--- src/sv/sbt_pkg.sv ---
// Shared types, widths and constants of the Bezier servo trajectory block.
package sbt_pkg;

    // Frames per move.
    localparam int STEPS = 40;

    localparam int NJ    = 4;    // joints
    localparam int AW    = 12;   // angle width, sixteenths of a degree
    localparam int FW    = 6;    // frame index width
    localparam int OFW   = 8;    // calibration offset width
    localparam int MW    = 4;    // reverse mask width
    localparam int PLW   = 12;   // pulse width
    localparam int DATAW = 32;   // configuration data width

    // Configuration register map.
    localparam int NUM_REGS = 7;
    localparam int ADDR_W   = $clog2(NUM_REGS * 4);
    localparam int IDX_W    = ADDR_W - 2;

    localparam logic [IDX_W-1:0] REG_OFFSET0   = IDX_W'(0);
    localparam logic [IDX_W-1:0] REG_OFFSET1   = IDX_W'(1);
    localparam logic [IDX_W-1:0] REG_OFFSET2   = IDX_W'(2);
    localparam logic [IDX_W-1:0] REG_OFFSET3   = IDX_W'(3);
    localparam logic [IDX_W-1:0] REG_REVERSE   = IDX_W'(4);
    localparam logic [IDX_W-1:0] REG_PULSE_MIN = IDX_W'(5);
    localparam logic [IDX_W-1:0] REG_PULSE_MAX = IDX_W'(6);

    localparam logic [PLW-1:0] PULSE_MIN_RST = PLW'(102);
    localparam logic [PLW-1:0] PULSE_MAX_RST = PLW'(512);
    localparam int             PULSE_TOP     = 4095;

    // Curve arithmetic widths.
    localparam int UW  = $clog2(STEPS + 1);        // u = STEPS - k
    localparam int WW  = $clog2(STEPS ** 3 + 1);   // Bernstein weight sums
    localparam int DW  = WW + 1;                   // signed weight difference
    localparam int NW  = WW + 14;                  // scaled numerator
    localparam int QW  = NW - 1;                   // numerator magnitude

    // Control point bias: 10 degrees in sixteenths.
    localparam int CTRL_BIAS = 160;

    // Denominator 16 * STEPS^3 and its reciprocal scaled by 2^NW.
    localparam int    DEN   = 16 * STEPS ** 3;
    localparam int    RSH   = NW;
    localparam longint RECIP = (64'd1 << NW) / DEN;
    localparam int    RBW   = $clog2(RECIP + 1);

    localparam int XW  = 10;        // whole degrees, signed
    localparam int XMW = XW - 1;    // whole degree magnitude

    // Pulse mapping: pulse_min + (x + 90) * span / 180.
    localparam int DEG_HALF  = 90;
    localparam int DEG_RANGE = 180;
    localparam int SPW       = PLW + 1;            // signed span
    localparam int PW        = 24;                 // signed product
    localparam int AMW       = PW - 1;             // product magnitude
    localparam int M2SH      = 24;
    localparam longint M2    = (64'd1 << M2SH) / DEG_RANGE;
    localparam int M2W       = $clog2(M2 + 1);
    localparam int EW2       = 13;                 // quotient magnitude
    localparam int OUTW      = EW2 + 2;            // signed pulse before clamp

    // Lane pipeline stages from weights to pulse.
    localparam int LANE_STAGES = 7;

    typedef logic [NJ-1:0][AW-1:0] joint_vec_t;

    typedef struct packed {
        logic [NJ-1:0][OFW-1:0] offset;
        logic [MW-1:0]          reverse;
        logic [PLW-1:0]         pulse_min;
        logic [PLW-1:0]         pulse_max;
    } cfg_t;

    typedef struct packed {
        logic [FW-1:0] idx;
        logic          last;
    } tag_t;

    typedef struct packed {
        tag_t                  tag;
        logic [WW-1:0]         wa;   // u^3 + 3u^2k
        logic [WW-1:0]         wb;   // k^3 + 3uk^2
        logic signed [DW-1:0]  wd;   // 3uk(u - k)
        joint_vec_t            p0;
        joint_vec_t            p3;
    } frame_t;

endpackage

--- src/sv/sbt_frame_gen.sv ---
// Request holding, step counter and the two Bernstein weight stages.
module sbt_frame_gen (
    input  logic                  aclk,
    input  logic                  aresetn,
    input  logic                  adv,
    input  logic                  s_valid,
    output logic                  s_ready,
    input  sbt_pkg::joint_vec_t   start_angle,
    input  sbt_pkg::joint_vec_t   end_angle,
    output logic                  frame_valid,
    output sbt_pkg::frame_t       frame
);

    logic                          busy_reg;
    logic                          busy_next;
    logic [sbt_pkg::FW-1:0]        k_reg;
    logic [sbt_pkg::FW-1:0]        k_next;
    sbt_pkg::joint_vec_t           held_start_reg;
    sbt_pkg::joint_vec_t           held_end_reg;

    logic                          issue;
    logic                          last_k;
    logic                          accept;

    // Stage one: u, k and their products.
    logic                          s1_valid_reg;
    sbt_pkg::tag_t                 s1_tag_reg;
    logic [sbt_pkg::UW-1:0]        s1_u_reg;
    logic [sbt_pkg::UW-1:0]        s1_k_reg;
    logic [2*sbt_pkg::UW-1:0]      s1_uu_reg;
    logic [2*sbt_pkg::UW-1:0]      s1_kk_reg;
    logic [2*sbt_pkg::UW-1:0]      s1_uk_reg;
    sbt_pkg::joint_vec_t           s1_p0_reg;
    sbt_pkg::joint_vec_t           s1_p3_reg;
    logic [sbt_pkg::UW-1:0]        u_next;
    logic [sbt_pkg::UW-1:0]        kk_w;

    // Stage two: weights.
    logic                          frame_valid_reg;
    sbt_pkg::frame_t               frame_reg;
    sbt_pkg::frame_t               frame_next;

    assign last_k  = (k_reg == sbt_pkg::FW'(sbt_pkg::STEPS - 1));
    assign issue   = busy_reg & adv;
    assign s_ready = ~busy_reg | (adv & last_k);
    assign accept  = s_valid & s_ready;

    always_comb begin
        busy_next = busy_reg;
        k_next    = k_reg;
        if (accept) begin
            busy_next = 1'b1;
            k_next    = '0;
        end else if (issue) begin
            if (last_k) begin
                busy_next = 1'b0;
                k_next    = '0;
            end else begin
                k_next = k_reg + sbt_pkg::FW'(1);
            end
        end
    end

    always_ff @(posedge aclk) begin
        if (!aresetn) begin
            busy_reg <= 1'b0;
            k_reg    <= '0;
        end else begin
            busy_reg <= busy_next;
            k_reg    <= k_next;
        end
    end

    always_ff @(posedge aclk) begin
        if (accept) begin
            held_start_reg <= start_angle;
            held_end_reg   <= end_angle;
        end
    end

    assign kk_w   = sbt_pkg::UW'(k_reg);
    assign u_next = sbt_pkg::UW'(sbt_pkg::STEPS) - kk_w;

    always_ff @(posedge aclk) begin
        if (!aresetn) begin
            s1_valid_reg    <= 1'b0;
            frame_valid_reg <= 1'b0;
        end else if (adv) begin
            s1_valid_reg    <= issue;
            frame_valid_reg <= s1_valid_reg;
        end
    end

    always_ff @(posedge aclk) begin
        if (adv) begin
            s1_tag_reg.idx  <= k_reg;
            s1_tag_reg.last <= last_k;
            s1_u_reg        <= u_next;
            s1_k_reg        <= kk_w;
            s1_uu_reg       <= (2*sbt_pkg::UW)'(u_next) * (2*sbt_pkg::UW)'(u_next);
            s1_kk_reg       <= (2*sbt_pkg::UW)'(kk_w) * (2*sbt_pkg::UW)'(kk_w);
            s1_uk_reg       <= (2*sbt_pkg::UW)'(u_next) * (2*sbt_pkg::UW)'(kk_w);
            s1_p0_reg       <= held_start_reg;
            s1_p3_reg       <= held_end_reg;
            frame_reg       <= frame_next;
        end
    end

    always_comb begin
        frame_next.tag = s1_tag_reg;
        frame_next.wa  = sbt_pkg::WW'(s1_uu_reg)
                       * (sbt_pkg::WW'(s1_u_reg) + sbt_pkg::WW'(s1_k_reg) * sbt_pkg::WW'(3));
        frame_next.wb  = sbt_pkg::WW'(s1_kk_reg)
                       * (sbt_pkg::WW'(s1_u_reg) * sbt_pkg::WW'(3) + sbt_pkg::WW'(s1_k_reg));
        frame_next.wd  = signed'(sbt_pkg::DW'(s1_uk_reg))
                       * (signed'(sbt_pkg::DW'(s1_u_reg)) - signed'(sbt_pkg::DW'(s1_k_reg)))
                       * signed'(sbt_pkg::DW'(3));
        frame_next.p0  = s1_p0_reg;
        frame_next.p3  = s1_p3_reg;
    end

    assign frame_valid = frame_valid_reg;
    assign frame       = frame_reg;

`ifndef SYNTHESIS
    a_accept_only_at_end: assert property (@(posedge aclk) disable iff (!aresetn)
        (s_valid && s_ready && busy_reg) |-> (adv && last_k))
        else $error("request taken while a move is still issuing frames");

    a_step_range: assert property (@(posedge aclk) disable iff (!aresetn)
        busy_reg |-> (k_reg <= sbt_pkg::FW'(sbt_pkg::STEPS - 1)))
        else $error("step counter beyond last frame");

    a_move_start: assert property (@(posedge aclk) disable iff (!aresetn)
        (s_valid && s_ready) |=> (busy_reg && k_reg == '0))
        else $error("move did not start at frame zero");

    a_move_done: assert property (@(posedge aclk) disable iff (!aresetn)
        (busy_reg && adv && last_k && !s_valid) |=> !busy_reg)
        else $error("move kept issuing after its last frame");
`endif

endmodule

--- config.mk ---
export PLATFORM = sky130hd
export DESIGN_NAME = sbt_frame_gen
export DESIGN_NICKNAME = d
export VERILOG_FILES = /design/src/sv/sbt_pkg.sv /design/src/sv/sbt_frame_gen.sv
export SDC_FILE = /design/constraint.sdc
export NUM_CORES = 1
export LEC_CHECK = 0
export BUFFER_PORTS_ARGS = -buffer_cell sky130_fd_sc_hd__buf_2
export CORE_MARGIN = 2
export CORE_UTILIZATION = 45
export CTS_BUF_LIST = sky130_fd_sc_hd__clkbuf_4
export CTS_CLUSTER_SIZE = 16
export DETAILED_ROUTE_END_ITERATION = 10
export RECOVER_POWER = 50
export SLEW_MARGIN = 20
export SYNTH_ARGS = -nofsm -noshare
export SYNTH_HDL_FRONTEND = slang
export SYNTH_SLANG_ARGS = --single-unit
--- constraint.sdc ---
create_clock -name aclk -period 9.45 [get_ports aclk]
set_input_delay 1.4175 -clock aclk [delete_from_list [all_inputs] [get_ports aclk]]
set_output_delay 1.4175 -clock aclk [all_outputs]
set_load 0.02 [all_outputs]
==> results.json, run 1 <==
{
  "status": "finished, violations left",
  "violations": "capacitance limit, slew limit",
  "fin_setup_tns_ps": 0,
  "finalCriticalPeriod_ps": 7887,
  "initial_core_util_pct": 45.58,
  "netlist_area_mm2": 0.02282,
  "syn_to_final_growth_pct": 14.40,
  "critPathKind": "flip-flop to flip-flop",
  "hpwl_mm": 32.07,
  "wl_mm": 42.78,
  "grt_pass1_wl_mm": 70.75,
  "grt_max_degree": 111,
  "syn_inst": 1714,
  "fin_worst_skew_ps": 75.79,
  "cts_made_buffers": 98,
  "period_share_pct": 83.46,
  "clkSinkCount": 391,
  "drv_cap": 3,
  "max_clock_freq_mhz": 126.8,
  "power.leakage_nw": 11.88,
  "rsz0062_at_grt": "no",
  "finalInstanceArea_mm2": 0.02611,
  "gp_congestion": 0.8210,
  "postSynthAreaPerCell_um2": 13.31,
  "ant_nets": 0,
  "first_pass_iters": 5,
  "p_per_area_mw_per_mm2": 256.3,
  "critPathCaptureType": "flip-flop",
  "ys_ff_latch": 391,
  "core_region_area_mm2": 0.05007,
  "cts_tree": "done",
  "final_max_slew_viol_count": 209,
  "grt_overflow": 0,
  "synth.distinct_cells": 51,
  "num_rows": 82,
  "cts_buffer_depth": 3,
  "holdPathStages": 0,
  "ys.flop_type": "edfxtp_1",
  "vias": 13272,
  "cts-htree-levels": 3,
  "synthArstFlopShare_pct": 0,
  "crit_required_ps": 10030,
  "clkTransAtPathRegs_ps": 70,
  "die_area_mm2": 0.05253,
  "cts_setup_buffers": 0,
  "grt_pass1_vias": 14214,
  "startpoint_type": "flip-flop",
  "hold_violations": 0,
  "boundaryPins": 254,
  "wl_per_cell_um": 15.25,
  "placed_area_mm2": 0.02489,
  "io_buffers": 250,
  "die_y_um": 229.2,
  "cts_resized": 0,
  "fp.dieW_um": 229.2,
  "reg2regPathDepth": 26,
  "clk_latency_ps": 820,
  "largest_reg_flops": 148,
  "antenna_found_initial": 7,
  "slew_headroom_pct": -288.3,
  "post_drt_via_cell_ratio": 4.730,
  "crit_arrival_ps": 8460,
  "min_path_type": "flip-flop to flip-flop",
  "drive_gt1_share_pct": 19.53,
  "grt_util_all_layers_pct": 16.99,
  "detail_route.iter0.violations": 587,
  "yosysSeqAreaShare_pct": 51.06,
  "worstMarginPinSlew_ps": 5825,
  "drc": 0,
  "ir_drop_uv": 208.6,
  "synth_edf_count": 382,
  "cp_max_fo": 32,
  "r2r_setup_slack_ps": 1560,
  "cts_hold_buf": 0,
  "yosysWarnings": 0,
  "nNetsFinal": 2536,
  "finalSetupViolations": 0,
  "root_buffer": "clkbuf_4"
}
worst paths after layout:
kind | startpoint | end
worst max register to register | s1_u_reg[1] | frame[112]
worst min register to register | frame_next[27] | frame[27]
worst min-delay path | frame_next[27] | frame[27]
worst max-delay path | s1_u_reg[1] | frame[112]
metal layers:
layer / track usage (%) / up-vias / wire length [um]
met3: 7.595 / 75 / 4049
met1: 20.67 / 6458 / 17700
met2: 27.05 / 303 / 20100
li1: - / 6426 / -
met4: 5.499 / 10 / 865
met5: 0 / - / 66
through the flow:
| stage | worst slack [ps] | total power [mW] | instances | hold WS, ps | util, % |
|---|---|---|---|---|---|
| 6_report | 1563 | 6.691 | 2806 | 365.5 | 52.14 |
| 3_5_place_dp | 1859 | 5.407 | 2625 | 404.5 | 49.72 |
| 3_3_place_gp | 2108 | 5.318 | 2625 | 400.5 | 49.72 |
| 4_1_cts | 1855 | 6.817 | 2802 | 362.3 | 52.14 |
| 2_1_floorplan | 2659 | 4.724 | 1729 | 400.3 | - |
| 5_1_grt | 923.1 | 7.313 | 2803 | 356.0 | 52.13 |
Yosys cell counts (2+ instances only):
master / instances / share of area [%]
edfxtp_1: 382 / 50
inv_1: 308 / 5.1
ha_1: 206 / 11
fa_1: 177 / 16
and2_1: 118 / 3.2
nand2_1: 75 / 1.2
xnor2_1: 58 / 2.2
nor2_1: 56 / 0.92
nor2b_1: 55 / 1.5
a21oi_1: 52 / 1.1
clkbuf_1: 28 / 0.46
o21ai_0: 23 / 0.50
a21o_1: 20 / 0.66
xor2_1: 20 / 0.77
and3_1: 14 / 0.38
o21bai_1: 14 / 0.46
nor3_1: 13 / 0.29
nand2b_1: 12 / 0.33
o21a_1: 10 / 0.33
dfxtp_1: 9 / 0.79
nand3_1: 9 / 0.20
xnor3_1: 6 / 0.59
a31oi_1: 4 / 0.11
buf_4: 4 / 0.13
a221oi_1: 3 / 0.12
or2_2: 3 / 0.082
a2111o_1: 2 / 0.099
and2b_2: 2 / 0.077
and3b_1: 2 / 0.077
conb_1: 2 / 0.033
mux2i_1: 2 / 0.088
nand4_1: 2 / 0.055
nor4_1: 2 / 0.055
o2111ai_1: 2 / 0.077
o41ai_1: 2 / 0.077
or4b_2: 2 / 0.088
cells by family (layout without fill, tap and decap cells):
| logic type | count (synthesis) | after routing | synth area share, % |
|---|---|---|---|
| other | 2 | 21 | 0.03291 |
| XOR/XNOR | 85 | 85 | 3.657 |
| multiplexers | 3 | 3 | 0.1371 |
| flip-flops | 391 | 391 | 51.06 |
| AND/OR/NAND/NOR | 370 | 370 | 8.707 |
| buffers and inverters | 340 | 741 | 5.658 |
| AO/OA/AOI/OAI | 140 | 140 | 3.931 |
| adder cells (fa/ha/maj) | 383 | 383 | 26.82 |
layout by cell type (no fill, tap or decap), types with 10 or more instances in the layout:
cell type / n
edfxtp_1: 382
inv_1: 308
buf_2: 248
ha_1: 206
fa_1: 177
clkbuf_4: 137
and2_1: 116
nand2_1: 75
xnor2_1: 57
nor2_1: 56
nor2b_1: 55
a21oi_1: 52
clkinv_1: 28
o21ai_0: 23
a21o_1: 20
xor2_1: 19
conb_1: 17
and3_1: 14
o21bai_1: 14
nor3_1: 13
nand2b_1: 12
o21a_1: 10
power by group:
group / total, mW / switching [mW] / internal (mW)
logic: 3.03 / 1.69 / 1.35
clock network: 1.36 / 0.681 / 0.678
registers: 2.30 / 0.0489 / 2.25
total: 6.69 / 2.42 / 4.27
cell type report:
cell class	instances	area (um^2)
Clock buffer	137	1028
Tap cell	672	840.8
Clock inverter	40	183.9
Fill cell	4503	23960
Multi-Input combinational cell	998	9952
Timing Repair Buffer	256	1284
Antenna cell	4	10.01
Sequential cell	391	11650
Inverter	308	1156
critical path, stage by stage, from the launching register on:
cell and delay, ps:
edfxtp_1 470, inv_1 80, ha_1 300, clkbuf_1 1160, and2b_2 340, fa_1 530
inv_1 60, fa_1 520, inv_1 50, fa_1 430, ha_1 320, ha_1 280
a21o_1 170, a21oi_1 210, nor2b_1 100, o221a_2 310, nor2_1 110, xnor2_1 160
ha_1 270, ha_1 340, a21oi_1 150, o21bai_1 110, a21o_1 180, a21oi_1 250
o21ai_0 210, xnor2_2 170, xnor3_1 330
Note: power is estimated with default switching activity, not from simulation.
==> run 2: changes to the inputs <==
Settings changed: ABC_AREA set to 1.
Clock period 9.45 ns to 7.5 ns, I/O delays scaled along.
==> results.json, run 2 <==
{
  "cts_buffer_depth": 3,
  "min_path_type": "flip-flop to flip-flop",
  "synthArstFlopShare_pct": 0,
  "syn_inst": 1972,
  "drive_gt1_share_pct": 17.92,
  "yosysMostFrequentCell": "inv_1",
  "slew_headroom_pct": -201.0,
  "synthTopCellsByArea": "edfxtp_1 (50%), fa_1 (15%), ha_1 (11%)",
  "die_area_mm2": 0.05297,
  "root_buffer": "clkbuf_4",
  "clkSinkCount": 391,
  "synth.distinct_cells": 40,
  "io_buffers": 250,
  "clkTransAtPathRegs_ps": 70,
  "vias": 14585,
  "first_pass_iters": 5,
  "slowest_delay_ps": 540,
  "drv_cap": 3,
  "crit_path_end": "frame[111]",
  "status": "finished, violations left",
  "die_y_um": 230.2,
  "post_drt_via_cell_ratio": 4.743,
  "antenna_found_initial": 9,
  "wl_mm": 45.95,
  "finalSetupViolations": 0,
  "critPathCaptureType": "flip-flop",
  "mostFrequentLayoutCells": "inv_1 (442), edfxtp_1 (382), nand2_1 (255)",
  "wl_per_cell_um": 14.94,
  "crit_path_frequent_cell": "nand2_1",
  "fin_util_pct": 52.51,
  "slowest_stage": "fa_1",
  "r2r_setup_slack_ps": 590,
  "cts_made_buffers": 102,
  "yosysTopAreaCell": "edfxtp_1",
  "final_common_cell": "inv_1",
  "final_max_slew_viol_count": 234,
  "postSynthAreaPerCell_um2": 11.67,
  "num_rows": 82,
  "grt_pass1_vias": 15346,
  "boundaryPins": 254,
  "ys_ff_latch": 391,
  "period_share_pct": 92.14,
  "power.leakage_nw": 12.72,
  "p_total_mw": 8.595,
  "fp.dieW_um": 230.2,
  "fin_worst_skew_ps": 81.07,
  "cts_tree": "done",
  "cp-startpoint": "s1_k_reg[3]",
  "p_per_area_mw_per_mm2": 324.9,
  "ys.flop_type": "edfxtp_1",
  "critPathKind": "flip-flop to flip-flop",
  "detail_route.iter0.violations": 650,
  "clk_latency_ps": 870,
  "ant_nets": 0,
  "nNetsFinal": 2812,
  "yosysSeqAreaShare_pct": 50.62,
  "synth.cells.most_frequent": "inv_1 (443), edfxtp_1 (382), nand2_1 (256), ha_1 (206), nor2_1 (197)",
  "crit_arrival_ps": 7470,
  "synth_edf_count": 382,
  "violations": "capacitance limit, slew limit",
  "rsz0062_at_grt": "no",
  "cts_hold_buf": 0,
  "cts-htree-levels": 3,
  "crit_required_ps": 8060,
  "core_region_area_mm2": 0.05038,
  "hpwl_mm": 35.29,
  "max_clock_freq_mhz": 144.7,
  "drc": 0,
  "hold_violations": 0,
  "syn_to_final_growth_pct": 14.93,
  "worstMarginPinSlew_ps": 4515,
  "yosysWarnings": 0,
  "initial_core_util_pct": 45.69,
  "finalCriticalPeriod_ps": 6910,
  "gp_congestion": 0.8788,
  "cp_max_fo": 11,
  "netlist_area_mm2": 0.02302,
  "reg2regPathDepth": 33,
  "fin_setup_tns_ps": 0,
  "ir_drop_uv": 320.6,
  "startpoint_type": "flip-flop",
  "grt_max_degree": 88,
  "reg2reg_to": "frame[111]",
  "grt_util_all_layers_pct": 17.96,
  "largest_reg_flops": 148,
  "timing.rr.start": "s1_k_reg[3]",
  "grt_overflow": 0,
  "grt_pass1_wl_mm": 75.40,
  "synth_top_area_share_pct": 49.84
}
[run 2: changes by cell type after synthesis, sizes merged, moves of 44 or more]
cell / change
inv: +135
nand2: +184
xnor2: -44
nor2: +141
nor2b: -55
and2: -118
nand3: +51
[run 2: logic make-up after synthesis]
group           Yosys count  synth area share (%)
buf+inv                 467                 7.692
fa+ha+maj               383                 26.59
xor+xnor                 72                 2.805
flops                   391                 50.62
other cells               2               0.03263
simple gates            539                 9.393
compound gates          118                 2.865
[run 2: layout make-up]
class                           count  area (um^2)
Antenna cell                        4        10.01
Clock buffer                      144         1081
Clock inverter                     30        216.5
Tap cell                          672        840.8
Fill cell                        4478        23920
Multi-Input combinational cell   1129         9662
Inverter                          446         1680
Sequential cell                   391        11650
Timing Repair Buffer              259         1313
[run 2: critical path, delay by kind of cell, from the launching register on]
kind	cells	cell delay, ps
simple gates	15	1900
flops	1	460
buf+inv	4	260
fa+ha+maj	8	3310
compound gates	4	390
xor+xnor	2	300
[run 2: through the flow]
step | hold WS, ps | area (um^2) | cells | setup slack (ps)
global route | 381.7 | 26450 | 3073 | 52.69
floorplan | 400.3 | 23070 | 1987 | 1016
CTS | 369.3 | 26420 | 3068 | 522.7
global placement | 400.4 | 25130 | 2894 | 753.1
detailed placement | 404.5 | 25130 | 2894 | 520.4
finish | 359.9 | 26450 | 3075 | 589.5
[run 2: repair_timing]
action                     in CTS  in global routing
hold endpoints to repair        0                  0
gates resized for setup         0                  3
buffers inserted                0                  3
setup endpoints to repair       0                  2
[run 2: report_power, final]
group	internal (mW)	total (mW)	leakage, nW	switching [mW]
sequential	2.85	2.91	3.80	0.0616
combinational	1.49	3.86	8.15	2.37
clock	0.958	1.83	0.766	0.874
[run 2: metal layers]
metal  GRT usage (%)  part of all wire, %
met2           28.45                   46
met5               0                 0.13
met3           6.982                  9.0
met4           6.411                  2.3
met1           22.42                   43
[run 2: how the worst min path moves through the flow]
| stage | from | to | slack, ps | cells after the start |
|---|---|---|---|---|
| 2_1_floorplan | frame_next[0] | frame[0] | 400 | 0 |
| 5_1_grt | end_angle[25] | held_end_reg[25] | 380 | 1 |
| 3_5_place_dp | frame_next[45] | frame[45] | 400 | 0 |
| 3_3_place_gp | frame_next[61] | frame[61] | 400 | 0 |
| 4_1_cts | start_angle[8] | held_start_reg[8] | 370 | 1 |
| 6_report | frame_next[6] | frame[6] | 360 | 0 |
==> run 3: changes to the inputs <==
Settings changed: CAP_MARGIN set to 20, CORE_UTILIZATION 45 to 25.
==> results.json, run 3 (synthesized netlist as in run 2, its figures left out) <==
{
  "startpoint_type": "flip-flop",
  "gp_congestion": 0.8781,
  "holdWs_ps": 378.9,
  "crit_path_frequent_cell": "nand2_1",
  "io_buffers": 250,
  "clkSinkCount": 391,
  "grt_overflow": 0,
  "grt_max_degree": 69,
  "wl_per_cell_um": 13.30,
  "hpwl_mm": 36.50,
  "fin_setup_tns_ps": 0,
  "drv_cap": 3,
  "violations": "capacitance limit, slew limit",
  "min_path_type": "flip-flop to flip-flop",
  "status": "finished, violations left",
  "post_drt_via_cell_ratio": 4.023,
  "grt_pass1_vias": 15185,
  "cp_max_fo": 8,
  "hold_violations": 0,
  "instances_no_fill": 3601,
  "clk_latency_ps": 900,
  "drive_gt1_share_pct": 17.60,
  "timing.rr.start": "s1_u_reg[3]",
  "slowest_stage": "fa_1",
  "mostFrequentLayoutCells": "inv_1 (442), edfxtp_1 (382), nand2_1 (256)",
  "ant_nets": 0,
  "antenna_found_initial": 4,
  "n_fill_cell": 9433,
  "p_per_area_mw_per_mm2": 318.3,
  "clkTransAtPathRegs_ps": 70,
  "finalCriticalPeriod_ps": 6832,
  "die_y_um": 307.4,
  "fp.dieW_um": 307.4,
  "critPathCaptureType": "flip-flop",
  "nNetsFinal": 2817,
  "cts_tree": "done",
  "detail_route.iter0.violations": 642,
  "cts-htree-levels": 3,
  "power.leakage_nw": 12.71,
  "crit_required_ps": 8110,
  "slew_headroom_pct": -115.3,
  "fin_worst_skew_ps": 52.88,
  "max_clock_freq_mhz": 146.4,
  "slowest_delay_ps": 540,
  "grt_pass1_wl_mm": 78.20,
  "path_depth": 32,
  "die_area_mm2": 0.09451,
  "final_common_cell": "inv_1",
  "reg2regPathDepth": 32,
  "p_total_mw": 8.622,
  "reg2reg_to": "frame[111]",
  "cts_made_buffers": 102,
  "cp_num_buf_inv": 3,
  "num_rows": 111,
  "critPathKind": "flip-flop to flip-flop",
  "period_share_pct": 91.09,
  "initial_core_util_pct": 25.19,
  "root_buffer": "clkbuf_4",
  "ir_drop_uv": 245.2,
  "worstMarginPinSlew_ps": 3229,
  "first_pass_iters": 5,
  "dp_cells": 3412,
  "boundaryPins": 254,
  "cp-startpoint": "s1_u_reg[3]",
  "path_delay_family": "adder cells",
  "crit_path_end": "frame[111]",
  "wl_mm": 47.89,
  "fin_util_pct": 29.64,
  "largest_reg_flops": 148,
  "r2r_setup_slack_ps": 670,
  "grt_util_all_layers_pct": 10.52,
  "syn_to_final_growth_pct": 17.70,
  "finalSetupViolations": 0,
  "final_max_slew_viol_count": 165,
  "cts_buffer_depth": 3,
  "crit_arrival_ps": 7450,
  "vias": 14486,
  "rsz0062_at_grt": "no",
  "drc": 0,
  "core_region_area_mm2": 0.09139
}
-- run 3: cell count changes in the layout (fill, tap and decap cells not counted), sizes merged --
cell / delta
clkinv: +6
clkinvlp: -1
diode: +2
clkbuf: +6
bufinv: -1
-- run 3: through the flow --
stage                     instance area (um^2)  setup WS, ps
final                                    27090         668.2
after global routing                     27090         56.07
after CTS                                27070         566.5
after detailed placement                 25800         631.3
after global placement                   25800         842.9
after floorplan                          23070          1016
-- run 3: cell type report --
cell class / instances / area, um^2 / area share, %
Antenna cell: 6 / 15.01 / 0.05542
Clock buffer: 145 / 1089 / 4.018
Clock inverter: 34 / 181.4 / 0.6697
Inverter: 446 / 1680 / 6.203
Multi-Input combinational cell: 1129 / 9652 / 35.63
Sequential cell: 391 / 11650 / 43.01
Tap cell: 1186 / 1484 / 5.478
Timing Repair Buffer: 264 / 1339 / 4.942
-- run 3: how the worst min path moves through the flow --
| stage | startpoint | end | slack [ps] | cells after the start |
|---|---|---|---|---|
| final | held_end_reg[3] | frame_next[3] | 380 | 0 |
| after CTS | start_angle[37] | held_start_reg[37] | 270 | 1 |
| after detailed placement | held_end_reg[0] | frame_next[0] | 400 | 0 |
| after global placement | held_start_reg[25] | frame_next[73] | 400 | 0 |
| after global routing | start_angle[18] | held_start_reg[18] | 280 | 1 |
| after floorplan | frame_next[0] | frame[0] | 400 | 0 |
-- run 3: power by group --
group / total [mW] / internal (mW) / switching, mW
clock network: 1.82 / 0.926 / 0.899
logic: 3.89 / 1.49 / 2.40
registers: 2.91 / 2.84 / 0.0632
-- run 3: timing repair --
action,in CTS,in global routing
buffers inserted,0,4
endpoints found under the setup margin,0,1
resized for setup,0,1
hold buffers,0,0
-- run 3: metal layers --
| metal | vias to the layer above | global-route usage [%] | routed length (um) |
|---|---|---|---|
| met5 | - | 0 | 13 |
| met4 | 2 | 3.596 | 1072 |
| met3 | 86 | 4.549 | 4371 |
| met2 | 378 | 17.27 | 22560 |
| met1 | 6921 | 12.28 | 19880 |
| li1 | 7099 | - | - |
